--- src/yuvrgb_pkg.sv ---
// Package for the YUV 4:2:0 to RGB pixel pair converter.
// Holds coefficients, field widths, register indexes and shared types.
// No dependencies.
package yuvrgb_pkg;

  localparam int PIX_W    = 8;
  localparam int PROD_W   = 24;
  localparam int SUM_W    = 26;
  localparam int FRAC_W   = 13;
  localparam int FIFO_DEPTH = 4;
  localparam int PTR_W    = $clog2(FIFO_DEPTH);
  localparam int CNT_W    = PTR_W + 1;

  localparam int COEF_Y   = 9539;
  localparam int COEF_RV  = 13075;
  localparam int COEF_GU  = 3209;
  localparam int COEF_GV  = 6660;
  localparam int COEF_BU  = 16525;
  localparam int Y_OFFSET = 'h10;
  localparam int C_OFFSET = 'h80;
  localparam int ROUND    = (1 << 12);

  localparam int CFG_DATA_W = 32;
  localparam int CFG_ADDR_W = 3;

  typedef enum logic [0:0] {
    REG_SMOOTH_ENABLE = 1'b0
  } reg_idx_t;

  // One pixel pair ready for color conversion.
  typedef struct packed {
    logic [PIX_W-1:0] luma_even;
    logic [PIX_W-1:0] luma_odd;
    logic [PIX_W-1:0] cb_even;
    logic [PIX_W-1:0] cr_even;
    logic [PIX_W-1:0] cb_odd;
    logic [PIX_W-1:0] cr_odd;
    logic             last;
  } job_t;

  typedef struct packed {
    logic vld;
    logic last;
  } job_ctrl_t;

  typedef struct packed {
    logic [PIX_W-1:0] red;
    logic [PIX_W-1:0] green;
    logic [PIX_W-1:0] blue;
  } rgb_t;

endpackage

--- src/yuvrgb_if.sv ---
// Stream interfaces for the input pixel pairs and the RGB result pairs.
// Depends on yuvrgb_pkg.
interface yuvrgb_in_if;
  logic                         valid;
  logic                         ready;
  logic [yuvrgb_pkg::PIX_W-1:0] luma_even;
  logic [yuvrgb_pkg::PIX_W-1:0] luma_odd;
  logic [yuvrgb_pkg::PIX_W-1:0] cb_cur;
  logic [yuvrgb_pkg::PIX_W-1:0] cr_cur;
  logic [yuvrgb_pkg::PIX_W-1:0] cb_near;
  logic [yuvrgb_pkg::PIX_W-1:0] cr_near;
  logic                         row_end;

  modport source (
    output valid, luma_even, luma_odd, cb_cur, cr_cur, cb_near, cr_near, row_end,
    input  ready
  );
  modport sink (
    input  valid, luma_even, luma_odd, cb_cur, cr_cur, cb_near, cr_near, row_end,
    output ready
  );
endinterface

interface yuvrgb_out_if;
  logic                         valid;
  logic                         ready;
  logic [yuvrgb_pkg::PIX_W-1:0] red_even;
  logic [yuvrgb_pkg::PIX_W-1:0] green_even;
  logic [yuvrgb_pkg::PIX_W-1:0] blue_even;
  logic [yuvrgb_pkg::PIX_W-1:0] red_odd;
  logic [yuvrgb_pkg::PIX_W-1:0] green_odd;
  logic [yuvrgb_pkg::PIX_W-1:0] blue_odd;
  logic                         row_last;

  modport source (
    output valid, red_even, green_even, blue_even, red_odd, green_odd, blue_odd, row_last,
    input  ready
  );
  modport sink (
    input  valid, red_even, green_even, blue_even, red_odd, green_odd, blue_odd, row_last,
    output ready
  );
endinterface

--- src/yuvrgb_front.sv ---
// Front end: holds the pending smooth pair, blends chroma and queues pair jobs.
// Depends on yuvrgb_pkg and yuvrgb_in_if.
module yuvrgb_front (
  input  logic                  clk,
  input  logic                  rst_n,
  input  logic                  smooth,
  yuvrgb_in_if.sink             in_ch,
  input  logic                  pop,
  output yuvrgb_pkg::job_t      head,
  output yuvrgb_pkg::job_ctrl_t head_ctrl
);

  localparam int W = yuvrgb_pkg::PIX_W;

  typedef struct packed {
    logic [W-1:0] cb;
    logic [W-1:0] cr;
    logic [W-1:0] cbn;
    logic [W-1:0] crn;
  } chroma_t;

  function automatic yuvrgb_pkg::job_t blend(input logic [W-1:0] ye, input logic [W-1:0] yo,
                                             input chroma_t c, input chroma_t n,
                                             input logic last);
    yuvrgb_pkg::job_t j;
    logic [W+1:0] ue;
    logic [W+1:0] ve;
    logic [W+2:0] uo;
    logic [W+2:0] vo;
    ue = 10'(c.cb) * 10'd3 + 10'(c.cbn) + 10'd2;
    ve = 10'(c.cr) * 10'd3 + 10'(c.crn) + 10'd2;
    uo = 11'(c.cb) * 11'd3 + 11'(n.cb) * 11'd3 + 11'(c.cbn) + 11'(n.cbn) + 11'd4;
    vo = 11'(c.cr) * 11'd3 + 11'(n.cr) * 11'd3 + 11'(c.crn) + 11'(n.crn) + 11'd4;
    j.luma_even = ye;
    j.luma_odd  = yo;
    j.cb_even   = ue[W+1:2];
    j.cr_even   = ve[W+1:2];
    j.cb_odd    = uo[W+2:3];
    j.cr_odd    = vo[W+2:3];
    j.last      = last;
    return j;
  endfunction

  yuvrgb_pkg::job_t fifo_r [yuvrgb_pkg::FIFO_DEPTH];
  logic [yuvrgb_pkg::PTR_W-1:0] wr_ptr_r, wr_ptr_nxt;
  logic [yuvrgb_pkg::PTR_W-1:0] rd_ptr_r, rd_ptr_nxt;
  logic [yuvrgb_pkg::CNT_W-1:0] count_r, count_nxt;

  logic          pend_vld_r, pend_vld_nxt;
  logic [W-1:0]  pend_ye_r, pend_yo_r;
  chroma_t       pend_c_r;

  chroma_t          cur;
  logic             in_fire;
  yuvrgb_pkg::job_t job_a, job_b, slot0, slot1;
  logic             has_a, has_b;
  logic [1:0]       n_wr;
  logic             do_pop;

  assign cur      = '{cb: in_ch.cb_cur, cr: in_ch.cr_cur, cbn: in_ch.cb_near,
                      crn: in_ch.cr_near};
  assign in_ch.ready = (count_r <= yuvrgb_pkg::CNT_W'(yuvrgb_pkg::FIFO_DEPTH - 2));
  assign in_fire  = in_ch.valid && in_ch.ready;
  assign do_pop   = pop && (count_r != '0);

  always_comb begin
    has_a = pend_vld_r;
    if (smooth) begin
      job_a = blend(pend_ye_r, pend_yo_r, pend_c_r, cur, 1'b0);
      job_b = blend(in_ch.luma_even, in_ch.luma_odd, cur, cur, 1'b1);
      has_b = in_ch.row_end;
    end else begin
      job_a = blend(pend_ye_r, pend_yo_r, pend_c_r, pend_c_r, 1'b0);
      job_b = '{luma_even: in_ch.luma_even, luma_odd: in_ch.luma_odd,
                cb_even: in_ch.cb_cur, cr_even: in_ch.cr_cur,
                cb_odd: in_ch.cb_cur, cr_odd: in_ch.cr_cur, last: in_ch.row_end};
      has_b = 1'b1;
    end
    slot0 = has_a ? job_a : job_b;
    slot1 = job_b;
    n_wr  = in_fire ? (2'(has_a) + 2'(has_b)) : 2'd0;

    pend_vld_nxt = pend_vld_r;
    if (in_fire) begin
      pend_vld_nxt = smooth && !in_ch.row_end;
    end

    wr_ptr_nxt = wr_ptr_r + yuvrgb_pkg::PTR_W'(n_wr);
    rd_ptr_nxt = rd_ptr_r + yuvrgb_pkg::PTR_W'(do_pop);
    count_nxt  = count_r + yuvrgb_pkg::CNT_W'(n_wr) - yuvrgb_pkg::CNT_W'(do_pop);
  end

  always_ff @(posedge clk) begin
    if (!rst_n) begin
      wr_ptr_r   <= '0;
      rd_ptr_r   <= '0;
      count_r    <= '0;
      pend_vld_r <= 1'b0;
    end else begin
      wr_ptr_r   <= wr_ptr_nxt;
      rd_ptr_r   <= rd_ptr_nxt;
      count_r    <= count_nxt;
      pend_vld_r <= pend_vld_nxt;
    end
  end

  always_ff @(posedge clk) begin
    if (in_fire && smooth && !in_ch.row_end) begin
      pend_ye_r <= in_ch.luma_even;
      pend_yo_r <= in_ch.luma_odd;
      pend_c_r  <= cur;
    end
    if (n_wr != 2'd0) begin
      fifo_r[wr_ptr_r] <= slot0;
    end
    if (n_wr == 2'd2) begin
      fifo_r[wr_ptr_r + yuvrgb_pkg::PTR_W'(1)] <= slot1;
    end
  end

  assign head          = fifo_r[rd_ptr_r];
  assign head_ctrl.vld  = (count_r != '0);
  assign head_ctrl.last = head.last;

endmodule

--- src/yuvrgb_lane.sv ---
// One pixel lane: BT.601 products in a first stage, sum, shift and clamp after.
// Depends on yuvrgb_pkg.
module yuvrgb_lane (
  input  logic                           clk,
  input  logic                           en,
  input  logic [yuvrgb_pkg::PIX_W-1:0]   y,
  input  logic [yuvrgb_pkg::PIX_W-1:0]   u,
  input  logic [yuvrgb_pkg::PIX_W-1:0]   v,
  output yuvrgb_pkg::rgb_t               rgb
);

  localparam int PW = yuvrgb_pkg::PROD_W;
  localparam int SW = yuvrgb_pkg::SUM_W;
  localparam int HW = SW - yuvrgb_pkg::FRAC_W;

  function automatic logic [yuvrgb_pkg::PIX_W-1:0] clamp(input logic signed [HW-1:0] x);
    logic [yuvrgb_pkg::PIX_W-1:0] res;
    if (x < 0) begin
      res = '0;
    end else if (x > HW'(255)) begin
      res = '1;
    end else begin
      res = x[yuvrgb_pkg::PIX_W-1:0];
    end
    return res;
  endfunction

  localparam int W9 = yuvrgb_pkg::PIX_W + 1;
  logic signed [W9-1:0] ys, us, vs;
  logic signed [PW-1:0] ys_e, us_e, vs_e;
  logic signed [PW-1:0] y_r, rv_r, gu_r, gv_r, bu_r;
  logic signed [SW-1:0] r_sum, g_sum, b_sum;

  assign ys   = $signed({1'b0, y}) - W9'(yuvrgb_pkg::Y_OFFSET);
  assign us   = $signed({1'b0, u}) - W9'(yuvrgb_pkg::C_OFFSET);
  assign vs   = $signed({1'b0, v}) - W9'(yuvrgb_pkg::C_OFFSET);
  assign ys_e = PW'(ys);
  assign us_e = PW'(us);
  assign vs_e = PW'(vs);

  always_ff @(posedge clk) begin
    if (en) begin
      y_r  <= ys_e * PW'(yuvrgb_pkg::COEF_Y);
      rv_r <= vs_e * PW'(yuvrgb_pkg::COEF_RV);
      gu_r <= us_e * PW'(yuvrgb_pkg::COEF_GU);
      gv_r <= vs_e * PW'(yuvrgb_pkg::COEF_GV);
      bu_r <= us_e * PW'(yuvrgb_pkg::COEF_BU);
    end
  end

  assign r_sum = SW'(y_r) + SW'(rv_r) + SW'(yuvrgb_pkg::ROUND);
  assign g_sum = SW'(y_r) - SW'(gu_r) - SW'(gv_r) + SW'(yuvrgb_pkg::ROUND);
  assign b_sum = SW'(y_r) + SW'(bu_r) + SW'(yuvrgb_pkg::ROUND);

  assign rgb.red   = clamp(HW'(r_sum >>> yuvrgb_pkg::FRAC_W));
  assign rgb.green = clamp(HW'(g_sum >>> yuvrgb_pkg::FRAC_W));
  assign rgb.blue  = clamp(HW'(b_sum >>> yuvrgb_pkg::FRAC_W));

endmodule

--- src/yuvrgb_merge.sv ---
// Merge stage: tracks the lane pipeline and registers both lanes into one result pair.
// Depends on yuvrgb_pkg and yuvrgb_out_if.
module yuvrgb_merge (
  input  logic                  clk,
  input  logic                  rst_n,
  input  yuvrgb_pkg::job_ctrl_t job_ctrl,
  input  yuvrgb_pkg::rgb_t      rgb_even,
  input  yuvrgb_pkg::rgb_t      rgb_odd,
  output logic                  adv,
  yuvrgb_out_if.source          out_ch
);

  logic v1_r, v1_nxt;
  logic last1_r;
  logic out_vld_r, out_vld_nxt;

  assign adv = !out_vld_r || out_ch.ready;

  always_comb begin
    v1_nxt      = v1_r;
    out_vld_nxt = out_vld_r;
    if (adv) begin
      v1_nxt      = job_ctrl.vld;
      out_vld_nxt = v1_r;
    end
  end

  always_ff @(posedge clk) begin
    if (!rst_n) begin
      v1_r      <= 1'b0;
      out_vld_r <= 1'b0;
    end else begin
      v1_r      <= v1_nxt;
      out_vld_r <= out_vld_nxt;
    end
  end

  always_ff @(posedge clk) begin
    if (adv) begin
      last1_r           <= job_ctrl.last;
      out_ch.red_even   <= rgb_even.red;
      out_ch.green_even <= rgb_even.green;
      out_ch.blue_even  <= rgb_even.blue;
      out_ch.red_odd    <= rgb_odd.red;
      out_ch.green_odd  <= rgb_odd.green;
      out_ch.blue_odd   <= rgb_odd.blue;
      out_ch.row_last   <= last1_r;
    end
  end

  assign out_ch.valid = out_vld_r;

endmodule

--- src/yuv420_to_rgb_pixel_pair_top.sv ---
// Top level of the BT.601 studio-range YUV 4:2:0 to RGB pixel pair converter.
// Depends on yuvrgb_pkg, yuvrgb_if, yuvrgb_front, yuvrgb_lane and yuvrgb_merge.
//
// One pixel pair transaction is accepted per clock while in_ch.ready is high.
// Each pair yields one RGB result pair, except that in smooth mode a pair is
// held until the next pair of the row arrives, so a row-end pair, or a pair
// after a switch to nearest mode, can release two results. Results leave at
// one per clock while out_ch.ready is high; a four-entry job queue absorbs
// the extra one; in_ch.ready falls only while the queue lacks room for two jobs.
// Two pixel lanes (even, odd) each compute products in one stage and sum,
// round and clamp in the next; the merge stage registers both into the
// result. smooth_enable lies at address 0; the user must write it only
// while the block is idle, and the block itself does not enforce this.
module yuv420_to_rgb_pixel_pair_top (
  input  logic                               clk,
  input  logic                               rst_n,
  yuvrgb_in_if.sink                          in_ch,
  yuvrgb_out_if.source                       out_ch,
  input  logic                               psel,
  input  logic                               penable,
  input  logic                               pwrite,
  input  logic [yuvrgb_pkg::CFG_ADDR_W-1:0]  paddr,
  input  logic [yuvrgb_pkg::CFG_DATA_W-1:0]  pwdata,
  output logic [yuvrgb_pkg::CFG_DATA_W-1:0]  prdata,
  output logic                               pready
);

  logic                  smooth_r, smooth_nxt;
  logic                  reg_sel;
  yuvrgb_pkg::job_t      head;
  yuvrgb_pkg::job_ctrl_t head_ctrl;
  yuvrgb_pkg::rgb_t      rgb_even, rgb_odd;
  logic                  adv;

  assign pready  = 1'b1;
  assign reg_sel = (yuvrgb_pkg::reg_idx_t'(paddr[yuvrgb_pkg::CFG_ADDR_W-1]) ==
                    yuvrgb_pkg::REG_SMOOTH_ENABLE);

  always_comb begin
    smooth_nxt = smooth_r;
    if (psel && penable && pwrite && pready && reg_sel) begin
      smooth_nxt = pwdata[0];
    end
    prdata = reg_sel ? yuvrgb_pkg::CFG_DATA_W'(smooth_r) : '0;
  end

  always_ff @(posedge clk) begin
    if (!rst_n) begin
      smooth_r <= 1'b0;
    end else begin
      smooth_r <= smooth_nxt;
    end
  end

  yuvrgb_front u_front (
    .clk       (clk),
    .rst_n     (rst_n),
    .smooth    (smooth_r),
    .in_ch     (in_ch),
    .pop       (adv),
    .head      (head),
    .head_ctrl (head_ctrl)
  );

  yuvrgb_lane u_lane_even (
    .clk (clk),
    .en  (adv),
    .y   (head.luma_even),
    .u   (head.cb_even),
    .v   (head.cr_even),
    .rgb (rgb_even)
  );

  yuvrgb_lane u_lane_odd (
    .clk (clk),
    .en  (adv),
    .y   (head.luma_odd),
    .u   (head.cb_odd),
    .v   (head.cr_odd),
    .rgb (rgb_odd)
  );

  yuvrgb_merge u_merge (
    .clk      (clk),
    .rst_n    (rst_n),
    .job_ctrl (head_ctrl),
    .rgb_even (rgb_even),
    .rgb_odd  (rgb_odd),
    .adv      (adv),
    .out_ch   (out_ch)
  );

endmodule

--- src/flat_wrapper.sv ---
// flat-port wrapper written by rule: the top's interface ports become plain ports
module yuv420_to_rgb_pixel_pair_top_flat 
  (clk, rst_n, psel, penable, pwrite, paddr, pwdata, prdata, pready, in_ch_valid, in_ch_luma_even, in_ch_luma_odd, in_ch_cb_cur, in_ch_cr_cur, in_ch_cb_near, in_ch_cr_near, in_ch_row_end, in_ch_ready, out_ch_valid, out_ch_red_even, out_ch_green_even, out_ch_blue_even, out_ch_red_odd, out_ch_green_odd, out_ch_blue_odd, out_ch_row_last, out_ch_ready);
  yuvrgb_in_if in_ch_i ();
  yuvrgb_out_if out_ch_i ();
  input  logic clk;
  input  logic rst_n;
  input  logic psel;
  input  logic penable;
  input  logic pwrite;
  input  logic [yuvrgb_pkg::CFG_ADDR_W-1:0] paddr;
  input  logic [yuvrgb_pkg::CFG_DATA_W-1:0] pwdata;
  output logic [yuvrgb_pkg::CFG_DATA_W-1:0] prdata;
  output logic pready;
  input wire logic [$bits(in_ch_i.valid)-1:0] in_ch_valid;
  input wire logic [$bits(in_ch_i.luma_even)-1:0] in_ch_luma_even;
  input wire logic [$bits(in_ch_i.luma_odd)-1:0] in_ch_luma_odd;
  input wire logic [$bits(in_ch_i.cb_cur)-1:0] in_ch_cb_cur;
  input wire logic [$bits(in_ch_i.cr_cur)-1:0] in_ch_cr_cur;
  input wire logic [$bits(in_ch_i.cb_near)-1:0] in_ch_cb_near;
  input wire logic [$bits(in_ch_i.cr_near)-1:0] in_ch_cr_near;
  input wire logic [$bits(in_ch_i.row_end)-1:0] in_ch_row_end;
  output wire logic [$bits(in_ch_i.ready)-1:0] in_ch_ready;
  output wire logic [$bits(out_ch_i.valid)-1:0] out_ch_valid;
  output wire logic [$bits(out_ch_i.red_even)-1:0] out_ch_red_even;
  output wire logic [$bits(out_ch_i.green_even)-1:0] out_ch_green_even;
  output wire logic [$bits(out_ch_i.blue_even)-1:0] out_ch_blue_even;
  output wire logic [$bits(out_ch_i.red_odd)-1:0] out_ch_red_odd;
  output wire logic [$bits(out_ch_i.green_odd)-1:0] out_ch_green_odd;
  output wire logic [$bits(out_ch_i.blue_odd)-1:0] out_ch_blue_odd;
  output wire logic [$bits(out_ch_i.row_last)-1:0] out_ch_row_last;
  input wire logic [$bits(out_ch_i.ready)-1:0] out_ch_ready;
  assign in_ch_i.valid = in_ch_valid;
  assign in_ch_i.luma_even = in_ch_luma_even;
  assign in_ch_i.luma_odd = in_ch_luma_odd;
  assign in_ch_i.cb_cur = in_ch_cb_cur;
  assign in_ch_i.cr_cur = in_ch_cr_cur;
  assign in_ch_i.cb_near = in_ch_cb_near;
  assign in_ch_i.cr_near = in_ch_cr_near;
  assign in_ch_i.row_end = in_ch_row_end;
  assign in_ch_ready = in_ch_i.ready;
  assign out_ch_valid = out_ch_i.valid;
  assign out_ch_red_even = out_ch_i.red_even;
  assign out_ch_green_even = out_ch_i.green_even;
  assign out_ch_blue_even = out_ch_i.blue_even;
  assign out_ch_red_odd = out_ch_i.red_odd;
  assign out_ch_green_odd = out_ch_i.green_odd;
  assign out_ch_blue_odd = out_ch_i.blue_odd;
  assign out_ch_row_last = out_ch_i.row_last;
  assign out_ch_i.ready = out_ch_ready;
  yuv420_to_rgb_pixel_pair_top u_core (.clk(clk), .rst_n(rst_n), .in_ch(in_ch_i), .out_ch(out_ch_i), .psel(psel), .penable(penable), .pwrite(pwrite), .paddr(paddr), .pwdata(pwdata), .prdata(prdata), .pready(pready));
endmodule
--- config.mk ---
export PLATFORM = sky130hd
export DESIGN_NAME = yuv420_to_rgb_pixel_pair_top_flat
export DESIGN_NICKNAME = d
export VERILOG_FILES = /design/src/yuvrgb_pkg.sv /design/src/yuvrgb_if.sv /design/src/yuvrgb_front.sv /design/src/yuvrgb_lane.sv /design/src/yuvrgb_merge.sv /design/src/yuv420_to_rgb_pixel_pair_top.sv /design/src/flat_wrapper.sv
export SDC_FILE = /design/constraint.sdc
export NUM_CORES = 2
export LEC_CHECK = 0
export ABC_AREA = 1
export BUFFER_PORTS_ARGS = -buffer_cell sky130_fd_sc_hd__buf_2
export CAP_MARGIN = 5
export CORE_ASPECT_RATIO = 0.9
export CORE_MARGIN = 4
export CORE_UTILIZATION = 50
export DETAILED_ROUTE_END_ITERATION = 8
export GPL_ROUTABILITY_DRIVEN = 0
export PLACE_DENSITY = 0.65
export SYNTH_ARGS = -nofsm -noshare
export SYNTH_HDL_FRONTEND = slang
export SYNTH_HIERARCHICAL = 1
export SYNTH_SLANG_ARGS = --single-unit
--- constraint.sdc ---
create_clock -name clk -period 8.2 [get_ports clk]
set_input_delay 2.46 -clock clk [delete_from_list [all_inputs] [get_ports clk]]
set_output_delay 2.46 -clock clk [all_outputs]
set_load 0.005 [all_outputs]
==> out/metrics.cfg <==
[finish]
fill_cells = 10490
syn2layout_area_growth_pct = 7.776
multi_input_area_um2 = 36030
layout-drive-gt1-share_pct = 5.587
final-seq-area_um2 = 15780
fin_nets = 8538

[global_route]
grt_overflow = 0
grt_antenna_before_repair = 11
grt_max_degree = 158
grt_pass1_wl_mm = 232.7
grt_usage_pct = 24.63
grt_pass1_vias = 43350

[critical_path]
worstPathArrival_ps = 7100
critPathKind = flip-flop to flip-flop
path_cells = inv_2 -> buf_12 -> o21ai_0 -> o22ai_1 -> inv_1 -> ha_1 -> xnor2_1 -> inv_1 -> ha_1 -> inv_1 -> fa_1 -> inv_1 -> fa_1 -> fa_1 -> ha_1 -> ha_1 -> a21oi_1 -> o21ai_0 -> nand2_1 -> nand3_1 -> a31o_2 -> a21oi_1
critPathTopFamily = adder cells
start_kind = flip-flop
crit_path_end_kind = flip-flop
crit_fanout = 54
crit_path_max_incr_delay_ps = 520
cp.required_ps = 8620
crit_slowest_cell = o22ai_1
path_buf_inv = 6

[timing]
maxClockFrequency_mhz = 149.7
finClkSkew_ps = 19.58
rsz0062_at_grt = false
post-route-min-period_ps = 6679
drv_slew = 0
setup_viol = 0
hold_viol = 0
max_slew_margin_pct = 21.13
tightestPinTransition_ps = 1183
tns_ps = 0
period_share_pct = 81.45

[logic_synthesis]
async_flop_share_pct = 0
yosysSeqAreaShare_pct = 27.52
netlist_area_um2 = 57310
yosysUniqueCellTypes = 62
synthFlopType = edfxtp_1
synth_area_per_cell_um2 = 8.182
postSynthCellCount = 7005
yosys_register_bits = 529
yosysWarnings = 6
synth_edf_count = 518

[run_status]
status = finished clean

[floorplanning]
pin_count = 175
dieArea_um2 = 120100
die_h_um = 329.2
std_cell_rows = 117
start_util_pct = 50.52
die_w_um = 364.9
core_area_um2 = 113500

[cts]
tritoncts = yes
postCtsSetupRepairBufs = 0
htreeDepth = 3
clock_latency_ps = 650
clkTransAtPathRegs_ps = 60
cts_sinks = 529
cts_buffers = 68
clockRootBuffer = clkbuf_16
cts_resized = 0
cts_buffer_depth = 3
cts_hold_buf = 0

[detailed_routing]
ant_nets = 0
vias_per_cell = 5.225
first_pass_iters = 5
drt-total-wl_mm = 147.0
routedWlPerCell_um = 16.92
vias = 45380
drc = 0
first_iter_violations = 3508

[min_path]
hp-class = flip-flop to flip-flop

[placed_design]
dp_hpwl_mm = 117.2
io_buffers = 109

[run]
max_cap_violations = 0

==> tightest hold or removal path, stage by stage (launching register included) <==
cell and delay [ps]:
dfxtp_1 300, inv_1 70, a21boi_2 50
==> cells in the mapped netlist, types with 20 or more instances <==
cell / instances / area share, %
nand2_1: 1764 / 12
inv_1: 1321 / 8.7
ha_1: 1056 / 23
edfxtp_1: 518 / 27
nor2_1: 404 / 2.6
nand3_1: 298 / 2.6
a21oi_1: 288 / 2.5
o21ai_0: 284 / 2.5
fa_1: 245 / 8.6
xor2_1: 150 / 2.3
xnor2_1: 69 / 1.1
nand4_1: 60 / 0.65
o22ai_1: 51 / 0.56
clkbuf_1: 39 / 0.26
nand2_2: 38 / 0.41
buf_4: 36 / 0.47
o21ai_1: 35 / 0.31
nand3b_1: 31 / 0.41
o21bai_1: 30 / 0.39
nor3_1: 28 / 0.24
a21o_1: 22 / 0.29
a31oi_1: 20 / 0.22
buf_2: 20 / 0.17
nor2_2: 20 / 0.22
==> cell usage in the layout (no fill, tap or decap), types with 150 or more instances in the layout <==
master | netlist | routed
o21ai_0 | 284 | 281
xor2_1 | 150 | 150
nor2_1 | 404 | 403
edfxtp_1 | 518 | 518
fa_1 | 245 | 245
nand2_1 | 1764 | 1763
nand3_1 | 298 | 298
a21oi_1 | 288 | 288
ha_1 | 1056 | 1056
inv_1 | 1321 | 1321
==> cell type report <==
class | count | share of cell area, %
Antenna cell | 3 | 0.01215
Clock buffer | 79 | 2.890
Clock inverter | 40 | 0.6299
Inverter | 1335 | 8.137
Multi-Input combinational cell | 5061 | 58.33
Sequential cell | 529 | 25.55
Tap cell | 1487 | 3.012
Timing Repair Buffer | 151 | 1.434
==> state kept, by name, indices dropped and copies added, names as in the netlist, 2 cells and up <==
register,count
u_core/u_front/pend_yo_r,8
u_core/u_lane_odd/gu_r,22
u_core/u_merge/out_ch.green_odd,8
u_core/u_merge/out_ch.blue_odd,8
u_core/u_lane_odd/y_r,24
u_core/u_merge/out_ch.blue_even,8
u_core/u_lane_even/y_r,24
u_core/u_merge/out_ch.red_odd,8
u_core/u_lane_even/gv_r,20
u_core/u_lane_even/gu_r,22
u_core/u_lane_odd/rv_r,24
u_core/u_front/count_r,3
u_core/u_lane_odd/bu_r,22
u_core/u_front/pend_ye_r,8
u_core/u_lane_even/rv_r,24
u_core/u_front/pend_c_r,32
u_core/u_merge/out_ch.red_even,8
u_core/u_front/wr_ptr_r,2
u_core/u_lane_even/bu_r,22
u_core/u_lane_odd/gv_r,20
u_core/u_merge/out_ch.green_even,8
u_core/u_front/rd_ptr_r,2
u_core/u_front/fifo_r,196
==> worst paths after layout <==
check | from | slack (ps) | cells after the start | endpoint
max | u_core/u_front/rd_ptr_r[0]$_SDFF_PN0_ | 1520 | 22 | u_core/u_lane_odd/y_r[23]$_DFFE_PP_
min | u_core/u_merge/v1_r$_SDFFE_PN0P_ | 460 | 2 | u_core/u_merge/out_ch.valid$_SDFFE_PN0P_
max reg2reg | u_core/u_front/rd_ptr_r[0]$_SDFF_PN0_ | 1520 | 22 | u_core/u_lane_odd/y_r[23]$_DFFE_PP_
min reg2reg | u_core/u_merge/v1_r$_SDFFE_PN0P_ | 460 | 2 | u_core/u_merge/out_ch.valid$_SDFFE_PN0P_
==> per-stage QoR <==
step | std cells | utilization [%] | area [µm²] | hold slack (ps) | setup WS [ps]
finish | 8685 | 54.45 | 61770 | 464.1 | 1521
detailed placement | 8563 | 52.52 | 59590 | 459.8 | 1513
CTS | 8682 | 54.44 | 61760 | 469.9 | 1510
floorplan | 7035 | - | 57430 | 400.3 | 847.3
global placement | 8563 | 52.52 | 59590 | 454.3 | 1608
global route | 8682 | 54.44 | 61760 | 485.3 | 1061
==> per-layer routing <==
metal / vias up / part of all wire, % / GRT usage, %
li1: 22990 / - / -
met1: 20950 / 47 / 35.99
met2: 1262 / 42 / 37.29
met3: 181 / 8.1 / 4.923
met4: 0 / 2.6 / 6.398
met5: - / 0 / 0
==> logic make-up after synthesis <==
kind of cell	share of synthesized area, %
XOR/XNOR	3.347
other	0.01310
adder cells (fa/ha/maj)	31.61
flip-flops	27.52
AO/OA/AOI/OAI	7.761
AND/OR/NAND/NOR	19.81
buffers and inverters	9.933
Power is left out: the tool's default activity adds up to more than one toggle a clock period on the data nets, which glitch-free logic cannot reach.
